`config.mk`:
```
export PLATFORM = sky130hd
export DESIGN_NAME = base64_encoder_unit_flat
export DESIGN_NICKNAME = d
export VERILOG_FILES = /design/src/design/b64e_pkg.sv /design/src/design/b64e_if.sv /design/src/design/b64e_front.sv /design/src/design/b64e_fifo.sv /design/src/design/b64e_back.sv /design/src/design/base64_encoder_unit.sv /design/src/flat_wrapper.sv
export VERILOG_INCLUDE_DIRS = /design/src /design/src/design
export SDC_FILE = /design/constraint.sdc
export NUM_CORES = 1
export LEC_CHECK = 0
export ABC_AREA = 1
export ABC_CLOCK_PERIOD_IN_PS = 3300
export BUFFER_PORTS_ARGS = -buffer_cell sky130_fd_sc_hd__buf_2
export CORE_UTILIZATION = 60
export DETAILED_ROUTE_END_ITERATION = 10
export PLACE_DENSITY_LB_ADDON = 0.2
export SLEW_MARGIN = 20
export SYNTH_ARGS = -nofsm -noshare
export SYNTH_HDL_FRONTEND = slang
export SYNTH_HIERARCHICAL = 1
export SYNTH_SLANG_ARGS = --single-unit
```
`constraint.sdc`:
```
create_clock -name clk -period 3.3 [get_ports clk]
set_input_delay 0.33 -clock clk [delete_from_list [all_inputs] [get_ports clk]]
set_output_delay 0.33 -clock clk [all_outputs]
set_load 0.02 [all_outputs]
```
`src/design/assert_macros.svh`:
```
// assertion macros shared by the encoder rtl
// no dependencies; compiled away when SYNTHESIS is defined
`ifndef ASSERT_MACROS_SVH
`define ASSERT_MACROS_SVH
`ifndef SYNTHESIS
// property holds at every clock edge outside reset
`define B64E_ASSERT_ALWAYS(label, clk, rst_n, prop, msg) \
    label: assert property (@(posedge clk) disable iff (!rst_n) (prop)) else $error(msg);
// consequent holds whenever antecedent holds outside reset
`define B64E_ASSERT_IMPLIES(label, clk, rst_n, ante, cons, msg) \
    label: assert property (@(posedge clk) disable iff (!rst_n) (ante) |-> (cons)) \
        else $error(msg);
`else
`define B64E_ASSERT_ALWAYS(label, clk, rst_n, prop, msg)
`define B64E_ASSERT_IMPLIES(label, clk, rst_n, ante, cons, msg)
`endif
`endif

```
`src/design/b64e_pkg.sv`:
```
// types, constants and the character map of the base64 encoder
// no dependencies
`default_nettype none
package b64e_pkg;

    localparam logic [6:0] PAD_CHAR   = 7'h3D;
    localparam logic [6:0] PLUS_CHAR  = 7'h2B;
    localparam logic [6:0] SLASH_CHAR = 7'h2F;

    // buffered byte count codes
    localparam logic [1:0] CNT_NONE = 2'd0;
    localparam logic [1:0] CNT_ONE  = 2'd1;

    // number of padding characters in a group
    localparam logic [1:0] PAD_NONE = 2'd0;
    localparam logic [1:0] PAD_ONE  = 2'd1;
    localparam logic [1:0] PAD_TWO  = 2'd2;

    // char position of the last character in a group
    localparam logic [1:0] POS_LAST = 2'd3;

    localparam int unsigned FIFO_DEPTH = 2;

    // one group of up to three bytes on its way to the output side
    typedef struct packed {
        logic [23:0] bits;
        logic [1:0]  pad_count;
        logic        last;
    } group_t;

    // six bit value to its alphabet character
    function automatic logic [6:0] b64_char(input logic [5:0] v);
        logic [6:0] ch;
        if (v inside {[6'd0:6'd25]})
            ch = {1'b0, v} + 7'd65;
        else if (v inside {[6'd26:6'd51]})
            ch = {1'b0, v} + 7'd71;
        else if (v inside {[6'd52:6'd61]})
            ch = {1'b0, v} - 7'd4;
        else if (v == 6'd62)
            ch = PLUS_CHAR;
        else
            ch = SLASH_CHAR;
        return ch;
    endfunction

endpackage
`default_nettype wire

```
`src/design/b64e_if.sv`:
```
// valid/ready channel interfaces for the byte input and character output
// no dependencies
`default_nettype none
interface b64e_byte_if;
    logic       valid;
    logic       ready;
    logic [7:0] data_byte;
    logic       last_byte;

    modport source (output valid, output data_byte, output last_byte, input ready);
    modport sink   (input valid, input data_byte, input last_byte, output ready);
endinterface

interface b64e_char_if;
    logic       valid;
    logic       ready;
    logic [6:0] out_char;
    logic       end_of_message;

    modport source (output valid, output out_char, output end_of_message, input ready);
    modport sink   (input valid, input out_char, input end_of_message, output ready);
endinterface
`default_nettype wire

```
`src/design/b64e_front.sv`:
```
// front side: gathers bytes into groups and pushes finished groups to the queue
// depends on b64e_pkg, b64e_if.sv and assert_macros.svh
`default_nettype none
`include "assert_macros.svh"
module b64e_front
(
    input  logic                clk,
    input  logic                rst_n,
    b64e_byte_if.sink           byte_in,
    input  logic                push_ready,
    output logic                push_valid,
    output b64e_pkg::group_t    push_group
);

    logic [15:0] pend_reg;
    logic [15:0] pend_next;
    logic [1:0]  cnt_reg;
    logic [1:0]  cnt_next;
    logic        accept;
    logic        emit;

    assign byte_in.ready = push_ready;
    assign accept        = byte_in.valid && byte_in.ready;

    // a group closes on its third byte or on the last byte
    assign emit       = cnt_reg[1] || byte_in.last_byte;
    assign push_valid = accept && emit;

    // group assembly, low bytes zero-filled for a short final group
    always_comb
    begin
        push_group.last = byte_in.last_byte;
        case (cnt_reg)
            b64e_pkg::CNT_NONE:
            begin
                push_group.bits      = {byte_in.data_byte, 16'h0000};
                push_group.pad_count = b64e_pkg::PAD_TWO;
            end
            b64e_pkg::CNT_ONE:
            begin
                push_group.bits      = {pend_reg[7:0], byte_in.data_byte, 8'h00};
                push_group.pad_count = b64e_pkg::PAD_ONE;
            end
            default:
            begin
                push_group.bits      = {pend_reg, byte_in.data_byte};
                push_group.pad_count = b64e_pkg::PAD_NONE;
            end
        endcase
    end

    // pending byte buffer
    always_comb
    begin
        pend_next = pend_reg;
        cnt_next  = cnt_reg;
        if (accept)
        begin
            if (emit)
            begin
                pend_next = 16'h0000;
                cnt_next  = b64e_pkg::CNT_NONE;
            end
            else
            begin
                pend_next = {pend_reg[7:0], byte_in.data_byte};
                cnt_next  = cnt_reg + 2'd1;
            end
        end
    end

    always_ff @(posedge clk or negedge rst_n)
    begin
        if (!rst_n)
        begin
            pend_reg <= 16'h0000;
            cnt_reg  <= b64e_pkg::CNT_NONE;
        end
        else
        begin
            pend_reg <= pend_next;
            cnt_reg  <= cnt_next;
        end
    end

    `B64E_ASSERT_ALWAYS(a_cnt_range, clk, rst_n, cnt_reg != 2'd3, "pending count reached three")
    `B64E_ASSERT_IMPLIES(a_cnt_one_high_clear, clk, rst_n, cnt_reg == b64e_pkg::CNT_ONE,
        pend_reg[15:8] == 8'h00, "stale byte in buffer with one byte pending")

endmodule
`default_nettype wire

```
`src/design/b64e_fifo.sv`:
```
// short group queue between the front and back sides
// depends on b64e_pkg and assert_macros.svh
`default_nettype none
`include "assert_macros.svh"
module b64e_fifo
(
    input  logic                clk,
    input  logic                rst_n,
    input  logic                push_valid,
    output logic                push_ready,
    input  b64e_pkg::group_t    push_group,
    output logic                pop_valid,
    input  logic                pop_ready,
    output b64e_pkg::group_t    pop_group
);

    localparam int unsigned PTR_W = $clog2(b64e_pkg::FIFO_DEPTH);
    localparam int unsigned CNT_W = $clog2(b64e_pkg::FIFO_DEPTH + 1);

    b64e_pkg::group_t   entry_reg [b64e_pkg::FIFO_DEPTH];
    logic [PTR_W-1:0]   wr_ptr_reg;
    logic [PTR_W-1:0]   rd_ptr_reg;
    logic [CNT_W-1:0]   count_reg;
    logic [CNT_W-1:0]   count_next;
    logic               do_push;
    logic               do_pop;

    assign push_ready = count_reg != CNT_W'(b64e_pkg::FIFO_DEPTH);
    assign pop_valid  = count_reg != '0;
    assign pop_group  = entry_reg[rd_ptr_reg];
    assign do_push    = push_valid && push_ready;
    assign do_pop     = pop_valid && pop_ready;

    // occupancy
    always_comb
    begin
        count_next = count_reg;
        if (do_push && !do_pop)
            count_next = count_reg + CNT_W'(1);
        else if (do_pop && !do_push)
            count_next = count_reg - CNT_W'(1);
    end

    // pointers wrap at the depth
    always_ff @(posedge clk or negedge rst_n)
    begin
        if (!rst_n)
        begin
            wr_ptr_reg <= '0;
            rd_ptr_reg <= '0;
            count_reg  <= '0;
        end
        else
        begin
            count_reg <= count_next;
            if (do_push)
                wr_ptr_reg <= (wr_ptr_reg == PTR_W'(b64e_pkg::FIFO_DEPTH - 1)) ?
                              '0 : wr_ptr_reg + PTR_W'(1);
            if (do_pop)
                rd_ptr_reg <= (rd_ptr_reg == PTR_W'(b64e_pkg::FIFO_DEPTH - 1)) ?
                              '0 : rd_ptr_reg + PTR_W'(1);
        end
    end

    // queue storage
    always_ff @(posedge clk)
    begin
        if (do_push)
            entry_reg[wr_ptr_reg] <= push_group;
    end

    `B64E_ASSERT_ALWAYS(a_count_bound, clk, rst_n,
        count_reg <= CNT_W'(b64e_pkg::FIFO_DEPTH), "queue count above depth")

endmodule
`default_nettype wire

```
`src/design/b64e_back.sv`:
```
// back side: turns each queued group into four characters, one per cycle while the receiver is ready
// depends on b64e_pkg, b64e_if.sv and assert_macros.svh
`default_nettype none
`include "assert_macros.svh"
module b64e_back
(
    input  logic                clk,
    input  logic                rst_n,
    input  logic                pop_valid,
    output logic                pop_ready,
    input  b64e_pkg::group_t    pop_group,
    b64e_char_if.source         char_out
);

    b64e_pkg::group_t   cur_reg;
    logic               cur_valid_reg;
    logic [1:0]         pos_reg;
    logic               out_valid_reg;
    logic [6:0]         out_char_reg;
    logic               out_end_reg;
    logic               advance;
    logic               load;
    logic [5:0]         sextet;
    logic               is_pad;
    logic [6:0]         char_next;
    logic               end_next;

    assign char_out.valid          = out_valid_reg;
    assign char_out.out_char       = out_char_reg;
    assign char_out.end_of_message = out_end_reg;

    // output register frees up when empty or taken
    assign advance   = !out_valid_reg || char_out.ready;
    assign load      = advance && cur_valid_reg;
    assign pop_ready = !cur_valid_reg || (load && pos_reg == b64e_pkg::POS_LAST);

    // character of the current position
    always_comb
    begin
        case (pos_reg)
            2'd0:    sextet = cur_reg.bits[23:18];
            2'd1:    sextet = cur_reg.bits[17:12];
            2'd2:    sextet = cur_reg.bits[11:6];
            default: sextet = cur_reg.bits[5:0];
        endcase
        case (cur_reg.pad_count)
            b64e_pkg::PAD_TWO: is_pad = pos_reg[1];
            b64e_pkg::PAD_ONE: is_pad = pos_reg == b64e_pkg::POS_LAST;
            default:           is_pad = 1'b0;
        endcase
        char_next = is_pad ? b64e_pkg::PAD_CHAR : b64e_pkg::b64_char(sextet);
        end_next  = cur_reg.last && (pos_reg == b64e_pkg::POS_LAST);
    end

    // current group and position
    always_ff @(posedge clk or negedge rst_n)
    begin
        if (!rst_n)
        begin
            cur_valid_reg <= 1'b0;
            pos_reg       <= 2'd0;
        end
        else if (pop_valid && pop_ready)
        begin
            cur_valid_reg <= 1'b1;
            pos_reg       <= 2'd0;
        end
        else if (load)
        begin
            pos_reg <= pos_reg + 2'd1;
            if (pos_reg == b64e_pkg::POS_LAST)
                cur_valid_reg <= 1'b0;
        end
    end

    always_ff @(posedge clk)
    begin
        if (pop_valid && pop_ready)
            cur_reg <= pop_group;
    end

    // output register
    always_ff @(posedge clk or negedge rst_n)
    begin
        if (!rst_n)
            out_valid_reg <= 1'b0;
        else if (advance)
            out_valid_reg <= load;
    end

    always_ff @(posedge clk)
    begin
        if (load)
        begin
            out_char_reg <= char_next;
            out_end_reg  <= end_next;
        end
    end

    `B64E_ASSERT_IMPLIES(a_idle_pos_zero, clk, rst_n, !cur_valid_reg, pos_reg == 2'd0,
        "position not at group start while idle")
    `B64E_ASSERT_IMPLIES(a_end_on_last_pos, clk, rst_n, load && end_next,
        pos_reg == b64e_pkg::POS_LAST, "end mark off the fourth character")

endmodule
`default_nettype wire

```
`src/design/base64_encoder_unit.sv`:
```
// Streaming base64 encoder, standard alphabet, '=' padding.
// A group's first character passes the queue, the group register and the output register.
// Throughput: one character per cycle from the back side while the receiver is ready; bytes
// are taken one per cycle while the two-entry group queue has room.
// Reset: asynchronous, active low; clears the byte buffer, queue and output valid.
// depends on b64e_pkg, b64e_if.sv, b64e_front, b64e_fifo, b64e_back
`default_nettype none
module base64_encoder_unit
(
    input  logic            clk,
    input  logic            rst_n,
    b64e_byte_if.sink       byte_in,
    b64e_char_if.source     char_out
);

    logic               push_valid;
    logic               push_ready;
    b64e_pkg::group_t   push_group;
    logic               pop_valid;
    logic               pop_ready;
    b64e_pkg::group_t   pop_group;

    // byte gathering
    b64e_front u_front
    (
        .clk        (clk),
        .rst_n      (rst_n),
        .byte_in    (byte_in),
        .push_ready (push_ready),
        .push_valid (push_valid),
        .push_group (push_group)
    );

    // group queue
    b64e_fifo u_fifo
    (
        .clk        (clk),
        .rst_n      (rst_n),
        .push_valid (push_valid),
        .push_ready (push_ready),
        .push_group (push_group),
        .pop_valid  (pop_valid),
        .pop_ready  (pop_ready),
        .pop_group  (pop_group)
    );

    // character output
    b64e_back u_back
    (
        .clk        (clk),
        .rst_n      (rst_n),
        .pop_valid  (pop_valid),
        .pop_ready  (pop_ready),
        .pop_group  (pop_group),
        .char_out   (char_out)
    );

endmodule
`default_nettype wire
```
`src/flat_wrapper.sv`:
```
// flat-port wrapper written by rule: the top's interface ports become plain ports
module base64_encoder_unit_flat 
  (clk, rst_n, byte_in_valid, byte_in_data_byte, byte_in_last_byte, byte_in_ready, char_out_valid, char_out_out_char, char_out_end_of_message, char_out_ready);
  b64e_byte_if byte_in_i ();
  b64e_char_if char_out_i ();
  input  logic clk;
  input  logic rst_n;
  input wire logic [$bits(byte_in_i.valid)-1:0] byte_in_valid;
  input wire logic [$bits(byte_in_i.data_byte)-1:0] byte_in_data_byte;
  input wire logic [$bits(byte_in_i.last_byte)-1:0] byte_in_last_byte;
  output wire logic [$bits(byte_in_i.ready)-1:0] byte_in_ready;
  output wire logic [$bits(char_out_i.valid)-1:0] char_out_valid;
  output wire logic [$bits(char_out_i.out_char)-1:0] char_out_out_char;
  output wire logic [$bits(char_out_i.end_of_message)-1:0] char_out_end_of_message;
  input wire logic [$bits(char_out_i.ready)-1:0] char_out_ready;
  assign byte_in_i.valid = byte_in_valid;
  assign byte_in_i.data_byte = byte_in_data_byte;
  assign byte_in_i.last_byte = byte_in_last_byte;
  assign byte_in_ready = byte_in_i.ready;
  assign char_out_valid = char_out_i.valid;
  assign char_out_out_char = char_out_i.out_char;
  assign char_out_end_of_message = char_out_i.end_of_message;
  assign char_out_i.ready = char_out_ready;
  base64_encoder_unit u_core (.clk(clk), .rst_n(rst_n), .byte_in(byte_in_i), .char_out(char_out_i));
endmodule
```
### Word level (Yosys, flattened, before mapping)

Memories as Yosys holds them, arrays and structs flattened. A register that Yosys moved wholly into a read port is not among the register bits.
Index checks and enable logic that the tools add are counted.

| word-level totals | value |
|---|---|
| input port bits | 13 |
| memories | 1 |
| bits in registers | 34 |
| word-level logic and storage cells | 80 |
| memory bits (writable) | 54 |

| cells by class | value |
|---|---|
| reductions and logical operators | 26 |
| magnitude comparators | 6 |
| mux-type cells | 20 |
| equality and inequality tests | 8 |
| add/subtract/negate cells | 9 |

Memory list:

| memory | depth | bits a word | read ports | clocked after memory_dff | wr ports | RTL line | RTL |
|---|---|---|---|---|---|---|---|
| u_core.u_fifo.entry_reg | 2 | 27 | 1 | 1 | 1 | b64e_fifo.sv:20 | `b64e_pkg::group_t entry_reg [b64e_pkg::FIFO_DEPTH];` |

Operators by type and width:

| kind | number |
|---|---|
| $pmux 26 s2 | 1 |
| $mux 7 | 3 |
| $pmux 6 s3 | 1 |
| $mux 16 | 1 |
| $add 6x7->7 const B | 2 |
| $le 6x6->1 const B | 2 |
| $logic_and 1x1->1 | 12 |
| $mux 2 | 5 |
| $reduce_bool 2->1 | 4 |
| $mux 1 | 7 |
| $sub 6x3->7 const B | 1 |
| $add 2x1->2 const B | 3 |
| $eq 2x1->1 const B | 3 |
| $eq 2x2->1 const B | 3 |
| $eq 6x6->1 const B | 1 |
| $ge 6x1->1 const B | 1 |
| $ge 6x5->1 const B | 1 |
| $ge 6x6->1 const B | 1 |
| $le 6x5->1 const B | 1 |
| $logic_not 1->1 | 4 |
| $logic_not 2->1 | 2 |
| $logic_or 1x1->1 | 3 |
| $mux 3 | 1 |
| $add 1x1->1 const B | 2 |
| 4 further kinds | 4 |

### Depth between registers and ports, before layout

Gate-level depths: netlist of run 1.

| depth | value |
|---|---|
| depth after elaboration | 9 |
| depth in mapped cells | 16 |
| mapped depth without buffers | 16 |

### Hierarchy

Netlist of run 1, hierarchy kept.

Modules (own cells, without submodules):

| module | sequential area each (µm²) | area an instance (µm²) | cells an instance | instances |
|---|---|---|---|---|
| b64e_fifo | 1721.7 | 2227.1 | 169 | 1 |
| b64e_back | 1151.1 | 2087.0 | 197 | 1 |
| b64e_front | 450.4 | 1141.1 | 159 | 1 |

### Worst setup path after synthesis of run 1

Ideal clock, no wire load.

| path | value |
|---|---|
| path type | register to register |
| start | reg u_core.u_fifo.count_reg[0] |
| end | mem u_core/u_fifo/entry_reg[1][0] (netlist name) (enable) |
| library setup time | 411 ps |
| required time | 2889 ps |
| cell stages (with the launch flop) | 8 |
| slack | 773 ps |
| path buffers | 1 |
| period minus slack after synthesis | 2527 ps |
| arrival | 2116 ps |
| cell sequence | dfrtp_1 inv_2 nand2_2 nand2_1 buf_2 nor2_1 nand2_2 nor2_1 |

| on the way | value |
|---|---|
| longest elaborated chain between the ends | 6 |

Ends and longest elaborated chain:

| what | RTL line | RTL |
|---|---|---|
| start: declaration | b64e_fifo.sv:23 | `logic [CNT_W-1:0] count_reg;` |
| start signal: assignment | b64e_fifo.sv:55 | `count_reg <= count_next;` |
| $ne 2x2->1 | b64e_fifo.sv:28 | `assign push_ready = count_reg != CNT_W'(b64e_pkg::FIFO_DEPTH);` |
| net u_core.push_ready | base64_encoder_unit.sv:17 | `logic push_ready;` |
| $logic_and 1x1->1 | b64e_front.sv:23 | `assign accept = byte_in.valid && byte_in.ready;` |
| $logic_and 1x1->1 | b64e_front.sv:27 | `assign push_valid = accept && emit;` |
| net u_core.push_valid | base64_encoder_unit.sv:16 | `logic push_valid;` |
| $logic_and 1x1->1 | b64e_fifo.sv:31 | `assign do_push = push_valid && push_ready;` |
| $mux 1 | b64e_fifo.sv:68 | `if (do_push)` |
| $mux 1 (not written as such) | b64e_fifo.sv:69 | `entry_reg[wr_ptr_reg] <= push_group;` |
| end: declaration | b64e_fifo.sv:20 |  |

The timed path passes the listed nets, and every way through them passes these cells.

### Final worst setup path of run 1

| path | value |
|---|---|
| start | reg u_core.u_back.pos_reg[0] |
| end | reg u_core.u_back.out_char_reg[2], in the netlist u_core/u_back/char_out.out_char[2], data pin |

| on the way | value |
|---|---|
| longest elaborated chain between the ends | 7 |
| elaborated cells between the ends (all ways) | 23 |

Ends and longest elaborated chain:

| what | RTL line | RTL |
|---|---|---|
| start: declaration | b64e_back.sv:17 | `logic [1:0] pos_reg;` |
| start signal: assignment | b64e_back.sv:70 | `pos_reg <= pos_reg + 2'd1;` |
| $eq 2x2->1, or another cell as far along | b64e_back.sv:40 | `case (pos_reg)` |
| $pmux 6 s3 | b64e_back.sv:40 |  |
| $ge 6x6->1, or another cell as far along | b64e_pkg.sv:38 | `else if (v inside {[6'd52:6'd61]})` |
| $logic_and 1x1->1 or $mux 3 (tied branches) | b64e_pkg.sv:38, b64e_pkg.sv:40 |  |
| $mux 7 | b64e_pkg.sv:38 |  |
| $mux 7 | b64e_pkg.sv:36 | `else if (v inside {[6'd26:6'd51]})` |
| $mux 7 | b64e_pkg.sv:34 | `if (v inside {[6'd0:6'd25]})` |
| end signal: assignment | b64e_back.sv:95 | `out_char_reg <= char_next;` |
| end: declaration | b64e_back.sv:19 | `logic [6:0] out_char_reg;` |

Parallel ways exist; a longest one is shown, timed or not.
A chain may end at the register's enable or synchronous reset.

==> results by group, run 1 <==
Placed design
  • Worst slack, placed: 610.8 ps
  • Placed instance area: 5580 sq um
  • Final HPWL from detailed placement: 6.759 mm
  • RD Place Congestion: 0.9022
  • PortBufs: 22

Critical path
  • Worst setup SP type: flop
  • CP Cell Sequence: ha_1, inv_2, nand4_1, o21ai_1, inv_1, ha_1, nor2_1, nor2_2, nor2_2, nor2_4, inv_2, o21ai_1, inv_1, nand2_1
  • WP data arrival: 2980 ps
  • CP endpoint kind: flop
  • WP data required: 3560 ps
  • CP delay by family, top: buffers and inverters
  • R2R depth: 14
  • Slowest cell delay on critical path: 410 ps
  • Critical path fanouts, max: 11
  • Buf/Inv on CP: 4
  • CP Class: reg2reg
  • CP max stage cell: dfrtp_1
  • Stages on the worst setup path: 14

Die
  • Core area: 8763 sq um
  • Die H: 97.35 um
  • Initial core utilization: 62.25%
  • Chip Width: 97.35 um
  • Die area: 9477 sq um
  • Io pins: 23
  • Site Rows: 34

Status
  • Outcome: completed

Power
  • Final total power: 0.006560 W
  • Register share of total power: 35.4%
  • PwrDens: 1070 nW/um^2
  • Max IR drop VDD: 0.0005959 V
  • Clock power share: 25.2%
  • Leakage Power: 2.724 nW
  • Int Power: 0.004024 W
  • Switching power total: 0.002535 W
  • Sw Ratio: 38.65%
  • Comb pwr share: 39.4%

Global routing
  • Largest net degree at the start of global routing: 30
  • GRT Total Usage: 23.07%
  • Antenna violations before repair: 0
  • Global route total overflow: 0
  • First-pass GRT wire length: 16.82 mm
  • Number of global-route vias before repair: 3,544

Clocking
  • Post-CTS Resized: 0
  • H-Tree Depth: 4
  • Hold-fix buffers, CTS: 1
  • Clock-pin slew on the worst setup and hold paths: 60 ps
  • Root buffer cell: clkbuf_8
  • Number of buffers created by CTS: 17
  • Clk Latency, worst-skew pair: 500 ps
  • CTS tree: done
  • Post-CTS Repair Setup Buffers: 0
  • Clock tree buffer depth: 2
  • Sink Count: 115

Synthesis
  • Total number of yosys warnings: 6
  • Yosys top cell area share: 48.99%
  • Sequential share of the synthesized area: 60.92%
  • Yosys reg bits: 115
  • Post-Synthesis Cell Area: 5455 sq um
  • Post-Syn Nets: 554
  • Mean cell area of the mapped netlist: 10.39 sq um
  • Number of synthesized flops with an enable pin: 89
  • Area contributors post-synth: edfxtp_1, nand2_1, dfrtp_1
  • Synth cell types: 35
  • Prevailing post-synth register cell: edfxtp_1
  • Yosys top cell by area: edfxtp_1
  • Fraction of registers with async set or reset after synthesis: 22.61%
  • Post-Synthesis Cells: 525

Drt
  • WL final: 9.836 mm
  • Via density: 5.292
  • Pre-Repair DR Iteration Count: 4
  • DRC Markers: 0
  • WL/cell: 14.53 um
  • Number of antenna-violating nets in the routed design: 0
  • Total number of vias: 3,583
  • Starting DRT DRC Count: 219

Timing
  • Worst setup margin: 586.5 ps
  • RSZ-0062 raised after global routing: no
  • Slew @ Worst Pin: 612.0 ps
  • Min cycle time layout: 2714 ps
  • Max Fclk: 368.5 MHz
  • Final setup viols: 0
  • Pins Over Slew Limit: 0
  • Final setup TNS: 0 ps
  • Worst relative slew slack: 59.20%
  • Worst clock skew: 8.699 ps
  • Tcrit/Tclk final: 82.23%
  • Final Hold Viols: 0

Cells and area
  • Area added between synthesis and finish: 12.39%
  • Largest register FFs: 54
  • Final instance area: 6131 sq um
  • Commonest non-fill, non-tap cell in the layout: nand2_1
  • Fillers: 647
  • Highest-count cells in the layout ignoring fill and taps: nand2_1, edfxtp_1, inv_1, nand3_1, dfrtp_1
  • Sequential Area: 3323 sq um
  • Antenna cell count: 0
  • Share of layout cells above drive strength 1: 17.22%
  • Final #Nets: 586
  • Area of the multi-input gates: 1798 sq um

Hold path
  • Hold Path Stages: 3
  • Min-Delay Path Class: in2reg

Run
  • Max cap viols: 0
[metrics by stage]
step                util, %  cells  hold WS (ps)
floorplan                 -    525         34.41
global placement      63.68    645         367.7
detailed placement    63.68    645         370.4
CTS                   69.96    677         63.74
global route          69.96    677         73.99
finish                69.96    677         87.38
[synthesized netlist by cell type (2+ instances only)]
library cell,n
a21oi_1,6
buf_2,2
buf_4,4
buf_6,4
buf_8,4
dfrtp_1,26
edfxtp_1,89
ha_1,16
inv_1,38
inv_2,9
nand2_1,202
nand2_2,10
nand2_4,5
nand3_1,37
nand4_1,6
nor2_1,22
nor2_2,5
nor2_4,4
nor2_8,2
o21ai_0,11
o21ai_1,5
o21bai_4,2
xnor2_1,2
xor2_1,3
[final timing paths]
| kind | slack, ps | end | from |
|---|---|---|---|
| setup reg to reg | 590 | u_core/u_back/char_out.out_char[2]$_SDFFCE_PP1P_ | u_core/u_back/pos_reg[0]$_DFFE_PN0P_ |
| max in group asynchronous | 2530 | u_core/u_front/pend_reg[2]$_DFFE_PN0P_ | rst_n |
| setup / recovery | 590 | u_core/u_back/char_out.out_char[2]$_SDFFCE_PP1P_ | u_core/u_back/pos_reg[0]$_DFFE_PN0P_ |
| hold / removal | 90 | u_core/u_front/pend_reg[3]$_DFFE_PN0P_ | byte_in_data_byte[3] |
| min in group asynchronous | 370 | u_core/u_front/pend_reg[15]$_DFFE_PN0P_ | rst_n |
| hold reg to reg | 480 | u_core/u_front/pend_reg[13]$_DFFE_PN0P_ | u_core/u_front/pend_reg[13]$_DFFE_PN0P_ |
[cell type report]
class                   instances  area share (%)
flip-flops and latches        115           54.20
multi-input cells             348           29.33
clock buffers                  20           6.939
inverters                      47           2.878
repair buffers                 28           2.571
well taps                     108           2.204
clock inverters                11           1.878
[tightest hold or removal path, cell delays in order]
cell	delay, ps
buf_2	100
nand3_1	70
nand2_1	50
[power groups by stage]
stage               clock [W]  combinational (W)  sequential (W)
finish                0.00166            0.00258         0.00232
global route          0.00175            0.00291         0.00235
CTS                   0.00168            0.00260         0.00232
detailed placement          0            0.00258         0.00234
global placement            0            0.00254         0.00233
floorplan                   0            0.00205         0.00238
[metal layers]
| layer | vias to the layer above | global-route usage, % | routed length, um |
|---|---|---|---|
| li1 | 1784 | - | - |
| met1 | 1671 | 28.71 | 4180 |
| met2 | 105 | 37.87 | 4957 |
| met3 | 23 | 6.115 | 413 |
| met4 | 0 | 10.75 | 284 |
| met5 | - | 0 | 0 |
[cells by family after synthesis]
group	after synthesis	synth area share, %
buf+inv	62	6.262
fa+ha+maj	16	3.670
compound gates	29	3.647
xor+xnor	5	0.8029
simple gates	298	24.70
flops	115	60.92
No activity file was read; power rests on OpenSTA's default activity.
==> inputs of run 2 (changes only) <==
--- a/config.mk
+++ b/config.mk
@@ -7,7 +7,7 @@
 export NUM_CORES = 1
 export LEC_CHECK = 0
 export ABC_AREA = 1
-export ABC_CLOCK_PERIOD_IN_PS = 3300
+export ABC_CLOCK_PERIOD_IN_PS = 2600
 export BUFFER_PORTS_ARGS = -buffer_cell sky130_fd_sc_hd__buf_2
 export CORE_UTILIZATION = 60
 export DETAILED_ROUTE_END_ITERATION = 10
==> constraint.sdc (replaced) <==
create_clock -name clk -period 2.6 [get_ports clk]
set_input_delay 0.26 -clock clk [delete_from_list [all_inputs] [get_ports clk]]
set_output_delay 0.26 -clock clk [all_outputs]
set_load 0.02 [all_outputs]
==> run 2 against run 1 <==
Against the previous run:
- total power is 28% higher
- flip-flop and latch count stayed put
- fmax is 13% higher
- clock skew hardly changed
- sequential share of layout area is 0.48 points lower
- cell count is 0.89% higher
- sequential power is 28% higher
- wire length is 2.5% higher
- clock-buffer cell count is 4 higher
- clock power is 23% higher
- non-clock buffer count is 5 higher
- largest cell class unchanged
- largest power group unchanged
==> results by group, run 2 (synthesized netlist as in run 1, its figures left out) <==
Timing
  • Slew @ Worst Pin: 601.1 ps (-10.92 ps)
  • Pins Over Slew Limit: 0 (unchanged)
  • Final setup TNS: 0 ps (unchanged)
  • RSZ-0062 raised after global routing: no
  • Worst clock skew: 8.345 ps (-0.3540 ps)
  • Final Hold Viols: 0 (unchanged)
  • Final setup viols: 0 (unchanged)
  • Max Fclk: 418.1 MHz (+13%)
  • Min cycle time layout: 2392 ps (-322.0 ps)
  • Tcrit/Tclk final: 91.98% (+9.8 points)
  • Worst relative slew slack: 59.93% (+0.73 points)

Global routing
  • GRT Total Usage: 22.93% (-0.14 points)
  • Global route total overflow: 0 (unchanged)
  • Number of global-route vias before repair: 3,583 (+1.1%)
  • First-pass GRT wire length: 16.55 mm (-1.6%)
  • Largest net degree at the start of global routing: 29 (-3.3%)
  • Antenna violations before repair: 0 (unchanged)

Drt
  • Wire length on met3: 289 um (-30%)
  • Number of antenna-violating nets in the routed design: 0 (unchanged)
  • WL final: 10.09 mm (+2.5%)
  • WL/cell: 14.77 um (+1.6%)
  • Starting DRT DRC Count: 131 (-40%)
  • Total number of vias: 3,578 (-0.14%)
  • WL met2: 5.207 mm (+5.0%)
  • DRC Markers: 0 (unchanged)
  • Wire length on met1: 4.254 mm (+1.8%)
  • Pre-Repair DR Iteration Count: 5 (+1)
  • Top sig layer: met4
  • Via density: 5.239 (-1.0%)

Cells and area
  • Fillers: 636 (-1.7%)
  • Highest-count cells in the layout ignoring fill and taps: nand2_1, edfxtp_1, nand3_1, inv_1, dfrtp_1
  • Area of the multi-input gates: 1810 sq um (+0.70%)
  • Sequential Area: 3323 sq um (unchanged)
  • Final instance area: 6186 sq um (+0.90%)
  • Commonest non-fill, non-tap cell in the layout: nand2_1
  • Area added between synthesis and finish: 13.39%
  • Largest register FFs: 54 (unchanged)
  • Share of layout cells above drive strength 1: 18.78% (+1.6 points)
  • Antenna cell count: 0 (unchanged)
  • Final #Nets: 591 (+0.85%)

Critical path
  • CP endpoint kind: flop
  • Crit Reg-Reg Endpoint: u_core/u_back/char_out.out_char[3]$_SDFFCE_PP1P_
  • Start of the worst register-to-register path: u_core/u_back/pos_reg[0]$_DFFE_PN0P_
  • WP data required: 2850 ps (-710 ps)
  • WP data arrival: 2640 ps (-340 ps)
  • CP max stage cell: dfrtp_1
  • CP Cell Sequence: ha_1, inv_4, nand4_1, o21ai_1, buf_4, ha_1, nor2_1, nand3_1, nand2_2, inv_1, nand3b_1, nand3_1, nand2_1
  • Critical path fanouts, max: 8 (-3)
  • R2R depth: 13 (-1)
  • Worst setup SP type: flop
  • Slowest cell delay on critical path: 410 ps (about the same)
  • Reg2reg setup slack: 210 ps (-380 ps)
  • CP Class: reg2reg

Die
  • Die H: 97.35 um (unchanged)
  • Initial core utilization: 62.25% (unchanged)
  • Die area: 9477 sq um (unchanged)
  • Io pins: 23 (unchanged)
  • Chip Width: 97.35 um (unchanged)
  • Site Rows: 34 (unchanged)
  • Core area: 8763 sq um (unchanged)

Status
  • Outcome: completed

Hold path
  • Hold Path Stages: 3 (unchanged)
  • Min-delay src: byte_in_data_byte[5]
  • Min-Delay Path Class: in2reg
  • Min-Delay Endpoint: u_core/u_front/pend_reg[5]$_DFFE_PN0P_

Placed design
  • PortBufs: 22 (unchanged)
  • Placed instance area: 5618 sq um (+0.67%)
  • RD Place Congestion: 0.9192 (+1.9%)
  • Final HPWL from detailed placement: 7.113 mm (+5.2%)

Clocking
  • Post-CTS Repair Setup Buffers: 0 (unchanged)
  • Sink Count: 115 (unchanged)
  • H-Tree Depth: 4 (unchanged)
  • Clock tree buffer depth: 2 (unchanged)
  • Root buffer cell: clkbuf_8
  • Clk Latency, worst-skew pair: 490 ps (about the same)
  • CTS tree: done
  • Number of buffers created by CTS: 17 (unchanged)
  • Clock-pin slew on the worst setup and hold paths: 60 ps (about the same)

Power
  • Leakage Power: 2.743 nW (+0.67%)
  • Final total power: 0.008385 W (+28%)
  • Max IR drop VDD: 0.0007666 V (+29%)
  • PwrDens: 1356 nW/um^2 (+27%)

Run
  • Max cap viols: 0 (unchanged)
## run 2: final cells by class
type / instances / area share (%)
flip-flops and latches: 115 / 53.72
multi-input cells: 348 / 29.27
clock buffers: 24 / 7.969
repair buffers: 33 / 3.155
inverters: 47 / 2.892
well taps: 108 / 2.184
clock inverters: 8 / 0.8091
## run 2: worst max-delay path by stage
| stage | startpoint | end | slack (ps) |
|---|---|---|---|
| floorplan | u_core/u_fifo/count_reg[0]$_DFFE_PN0P_ | u_core/u_fifo/entry_reg[1][0]$_DFFE_PP_ | 70 |
| global route | u_core/u_back/pos_reg[0]$_DFFE_PN0P_ | u_core/u_back/char_out.out_char[2]$_SDFFCE_PP1P_ | 0.09 |
| finish | u_core/u_back/pos_reg[0]$_DFFE_PN0P_ | u_core/u_back/char_out.out_char[3]$_SDFFCE_PP1P_ | 210 |
| detailed placement | u_core/u_back/pos_reg[0]$_DFFE_PN0P_ | u_core/u_back/char_out.out_char[4]$_SDFFCE_PP1P_ | 160 |
| CTS | u_core/u_back/pos_reg[0]$_DFFE_PN0P_ | u_core/u_back/char_out.out_char[4]$_SDFFCE_PP1P_ | 150 |
| global placement | u_core/u_back/pos_reg[0]$_DFFE_PN0P_ | u_core/u_back/char_out.out_char[1]$_SDFFCE_PP0P_ | 200 |
## run 2: worst max-delay path: cells and delay by family (launching register included)
family                   cells  cell delay (ps)
AO/OA/AOI/OAI                1              120
buffers and inverters        3              430
flip-flops                   1              410
AND/OR/NAND/NOR              7              670
adder cells (fa/ha/maj)      2              500
## run 2: timing repair
item	CTS	global route
resized for setup	0	6
endpoints found under the setup margin	0	4
hold buffers	1	0
hold endpoints to repair	26	0
## run 2: report_power, final
group | switching [W] | internal, W
Combinational | 0.00229 | 0.00110
Sequential | 0.000220 | 0.00274
Clock | 0.000737 | 0.00130
## run 2: metrics by stage
step	utilization (%)	hold slack [ps]	setup slack [ps]	instances
detailed placement	64.11	300.5	158.4	650
finish	70.59	33.94	208.4	683
global route	70.59	17.39	0.08882	683
floorplan	-	-35.59	73.14	525
CTS	70.42	12.26	147.2	683
global placement	64.11	296.0	199.5	650
## run 2: metal layers
layer	GRT usage, %	up-vias
li1	-	1789
met1	25.65	1692
met2	40.74	76
met3	5.827	21
met4	11.20	0
met5	0	-
==> inputs of run 3 (changes only) <==
--- a/config.mk
+++ b/config.mk
@@ -9,9 +9,10 @@
 export ABC_AREA = 1
 export ABC_CLOCK_PERIOD_IN_PS = 2600
 export BUFFER_PORTS_ARGS = -buffer_cell sky130_fd_sc_hd__buf_2
-export CORE_UTILIZATION = 60
+export CORE_ASPECT_RATIO = 1.75
+export CORE_UTILIZATION = 30
 export DETAILED_ROUTE_END_ITERATION = 10
-export PLACE_DENSITY_LB_ADDON = 0.2
+export PLACE_DENSITY = 0.45
 export SLEW_MARGIN = 20
 export SYNTH_ARGS = -nofsm -noshare
 export SYNTH_HDL_FRONTEND = slang
==> run 3 against run 2 <==
Against the previous run:
- hold slack improved by 81 ps
- clock power grew 20%
- combinational power about the same
- final area grew 3.8%
- first-iteration DRC count increased by 67%
- clock-buffer cell count is 4 lower
- core utilization decreased by 34 points
- sequential power barely moved
- fmax shrank 2.2%
- sequential share of layout area down 2.0 points
- die area increased by 98%
- via count shrank 1.8%
- critical endpoint is now u_core/u_back/char_out.out_char[1]$_SDFFCE_PP0P_
==> results by group, run 3 (synthesized netlist as in run 1, its figures left out) <==
Die
  • Chip Width: 103.9 um (+6.8%)
  • Die area: 18,750 sq um (+98%)
  • Initial core utilization: 30.97% (-31 points)
  • Die H: 180.4 um (+85%)
  • Core area: 17,620 sq um (+100%)
  • Io pins: 23 (unchanged)
  • Site Rows: 64 (+88%)

Critical path
  • CP Cell Sequence: inv_1, ha_2, nand2_1, nand4_1, o21ai_1, buf_4, ha_1, nor2_1, nor2_2, nor2_2, nor2_4, inv_2, o21ai_1, a21oi_1
  • CP delay by family, top: simple AND/OR/NAND/NOR gates
  • Buf/Inv on CP: 3 (unchanged)
  • WP data arrival: 2670 ps (+30 ps)
  • Critical path fanouts, max: 9 (+1)
  • Start of the worst register-to-register path: u_core/u_back/pos_reg[0]$_DFFE_PN0P_
  • Worst setup SP type: flop
  • WP data required: 2820 ps (-30 ps)
  • CP endpoint kind: flop
  • CP max stage cell: dfrtp_1
  • CP Class: reg2reg
  • Slowest cell delay on critical path: 410 ps (about the same)
  • Crit path from: u_core/u_back/pos_reg[0]$_DFFE_PN0P_

Cells and area
  • Commonest non-fill, non-tap cell in the layout: nand2_1
  • Sequential Area: 3323 sq um (unchanged)
  • Non-filler instance count after layout: 806 (+18%)
  • Area added between synthesis and finish: 17.75%
  • Share of layout cells above drive strength 1: 19.13% (+0.35 points)
  • Antenna cell count: 0 (unchanged)
  • Largest register FFs: 54 (unchanged)
  • Fillers: 1,817 (+190%)
  • Area of the multi-input gates: 1813 sq um (+0.14%)
  • Highest-count cells in the layout ignoring fill and taps: nand2_1, edfxtp_1, inv_1, nand3_1, dfrtp_1
  • Final #Nets: 591 (unchanged)

Timing
  • Final Hold Viols: 0 (unchanged)
  • Min cycle time layout: 2446 ps (+54.37 ps)
  • Tcrit/Tclk final: 94.07% (+2.1 points)
  • Final setup viols: 0 (unchanged)
  • WHS: 114.5 ps (+80.55 ps)
  • Worst clock skew: 11.17 ps (+2.822 ps)
  • Slew @ Worst Pin: 668.9 ps (+67.83 ps)
  • Pins Over Slew Limit: 0 (unchanged)
  • RSZ-0062 raised after global routing: yes
  • Max Fclk: 408.8 MHz (-2.2%)
  • Worst relative slew slack: 55.41% (-4.5 points)

Drt
  • Via density: 4.360 (-17%)
  • DRC Markers: 0 (unchanged)
  • Number of antenna-violating nets in the routed design: 0 (unchanged)
  • WL/cell: 13.87 um (-6.0%)
  • WL final: 11.18 mm (+11%)
  • Starting DRT DRC Count: 219 (+67%)
  • Pre-Repair DR Iteration Count: 4 (-1)
  • Total number of vias: 3,514 (-1.8%)

Placed design
  • PortBufs: 22 (unchanged)
  • Final HPWL from detailed placement: 8.175 mm (+15%)
  • RD Place Congestion: 0.8925 (-2.9%)
  • Placed insts: 773 (+19%)

Global routing
  • Antenna violations before repair: 0 (unchanged)
  • Global route total overflow: 0 (unchanged)
  • GRT Total Usage: 12.79% (-10 points)
  • Number of global-route vias before repair: 3,651 (+1.9%)
  • First-pass GRT wire length: 18.41 mm (+11%)
  • Largest net degree at the start of global routing: 29 (unchanged)

Hold path
  • Min-delay src: byte_in_data_byte[3]
  • Min-Delay Path Class: in2reg

Power
  • Clock power share: 27.7% (+3.4 points)
  • Sw Ratio: 37.99% (-0.76 points)
  • Leakage Power: 2.785 nW (+1.5%)
  • Int Power: 0.005459 W (+6.3%)
  • Max IR drop VDD: 0.0005985 V (-22%)
  • PwrDens: 1371 nW/um^2 (+1.1%)
  • Comb pwr share: 38.8% (-1.7 points)
  • Switching power total: 0.003345 W (+2.9%)
  • Register share of total power: 33.6% (-1.6 points)

Run
  • Max cap viols: 0 (unchanged)

Clocking
  • Clock tree buffer depth: 2 (unchanged)
  • CTS tree: done
  • Clk Latency, worst-skew pair: 400 ps (-90 ps)
  • Number of buffers created by CTS: 17 (unchanged)
  • Root buffer cell: clkbuf_16
  • Sink Count: 115 (unchanged)
  • Clock-pin slew on the worst setup and hold paths: 60 ps (about the same)
  • H-Tree Depth: 4 (unchanged)

Status
  • Outcome: completed
## run 3: cell types whose count changed in the layout (fill, tap and decap cells not counted), sizes merged
cell,change
bufinv,+4
clkbuf,-4
clkinvlp,-2
clkinv,+1
inv,+1
## run 3: layout make-up
type / count / share of cell area [%]
multi-input cells: 348 / 28.22
well taps: 231 / 4.499
inverters: 47 / 2.746
clock buffers: 20 / 6.954
repair buffers: 33 / 3.039
flip-flops and latches: 115 / 51.73
clock inverters: 12 / 2.805
## run 3: power by group through the flow
stage | sequential [W] | clock [W] | combinational (W)
after detailed placement | 0.00299 | 0 | 0.00341
after global routing | 0.00300 | 0.00258 | 0.00384
after CTS | 0.00296 | 0.00251 | 0.00343
after global placement | 0.00298 | 0 | 0.00335
after floorplan | 0.00302 | 0 | 0.00260
final | 0.00295 | 0.00244 | 0.00341
## run 3: repair_timing
action                                 CTS  global route
gates resized for setup                  0             5
buffers inserted                         0             0
endpoints found under the hold margin   26             0
hold buffers                             1             0
setup endpoints to repair                0             4
## run 3: final timing paths
check	end	slack (ps)	cells past startpoint
setup / recovery	u_core/u_back/char_out.out_char[1]$_SDFFCE_PP0P_	150	14
hold / removal	u_core/u_front/pend_reg[3]$_DFFE_PN0P_	110	3
hold reg to reg	u_core/u_front/pend_reg[11]$_DFFE_PN0P_	480	2
setup reg to reg	u_core/u_back/char_out.out_char[1]$_SDFFCE_PP0P_	150	14
max in group asynchronous	u_core/u_fifo/count_reg[0]$_DFFE_PN0P_	1720	2
min in group asynchronous	u_core/u_front/cnt_reg[1]$_DFFE_PN0P_	420	2
## run 3: layer usage
layer,wire length [um],track usage [%],vias up
met1,4248,12.26,1645
li1,-,-,1793
met5,0,0,-
met3,248,2.821,17
met4,290,6.857,0
met2,6395,24.83,59
## run 3: stage by stage
step | setup TNS, ps | power [W] | util [%] | cell area (sq um) | worst slack, ps
after floorplan | 0 | 0.005619 | - | 5455 | 73.14
after global placement | 0 | 0.006329 | 32.76 | 5772 | 224.1
after detailed placement | 0 | 0.006403 | 32.76 | 5772 | 143.5
after CTS | 0 | 0.008893 | 36.38 | 6409 | 128.8
after global routing | -24.18 | 0.009422 | 36.46 | 6424 | -18.08
final | 0 | 0.008804 | 36.46 | 6424 | 154.1
## run 3: worst reg2reg max path, stage by stage (launching register included)
cell and delay, ps:
dfrtp_1 410, inv_1 120, ha_2 260, nand2_1 80, nand4_1 80, o21ai_1 90, buf_4 160, ha_1 210
nor2_1 180, nor2_2 60, nor2_2 150, nor2_4 60, inv_2 120, o21ai_1 100, a21oi_1 190
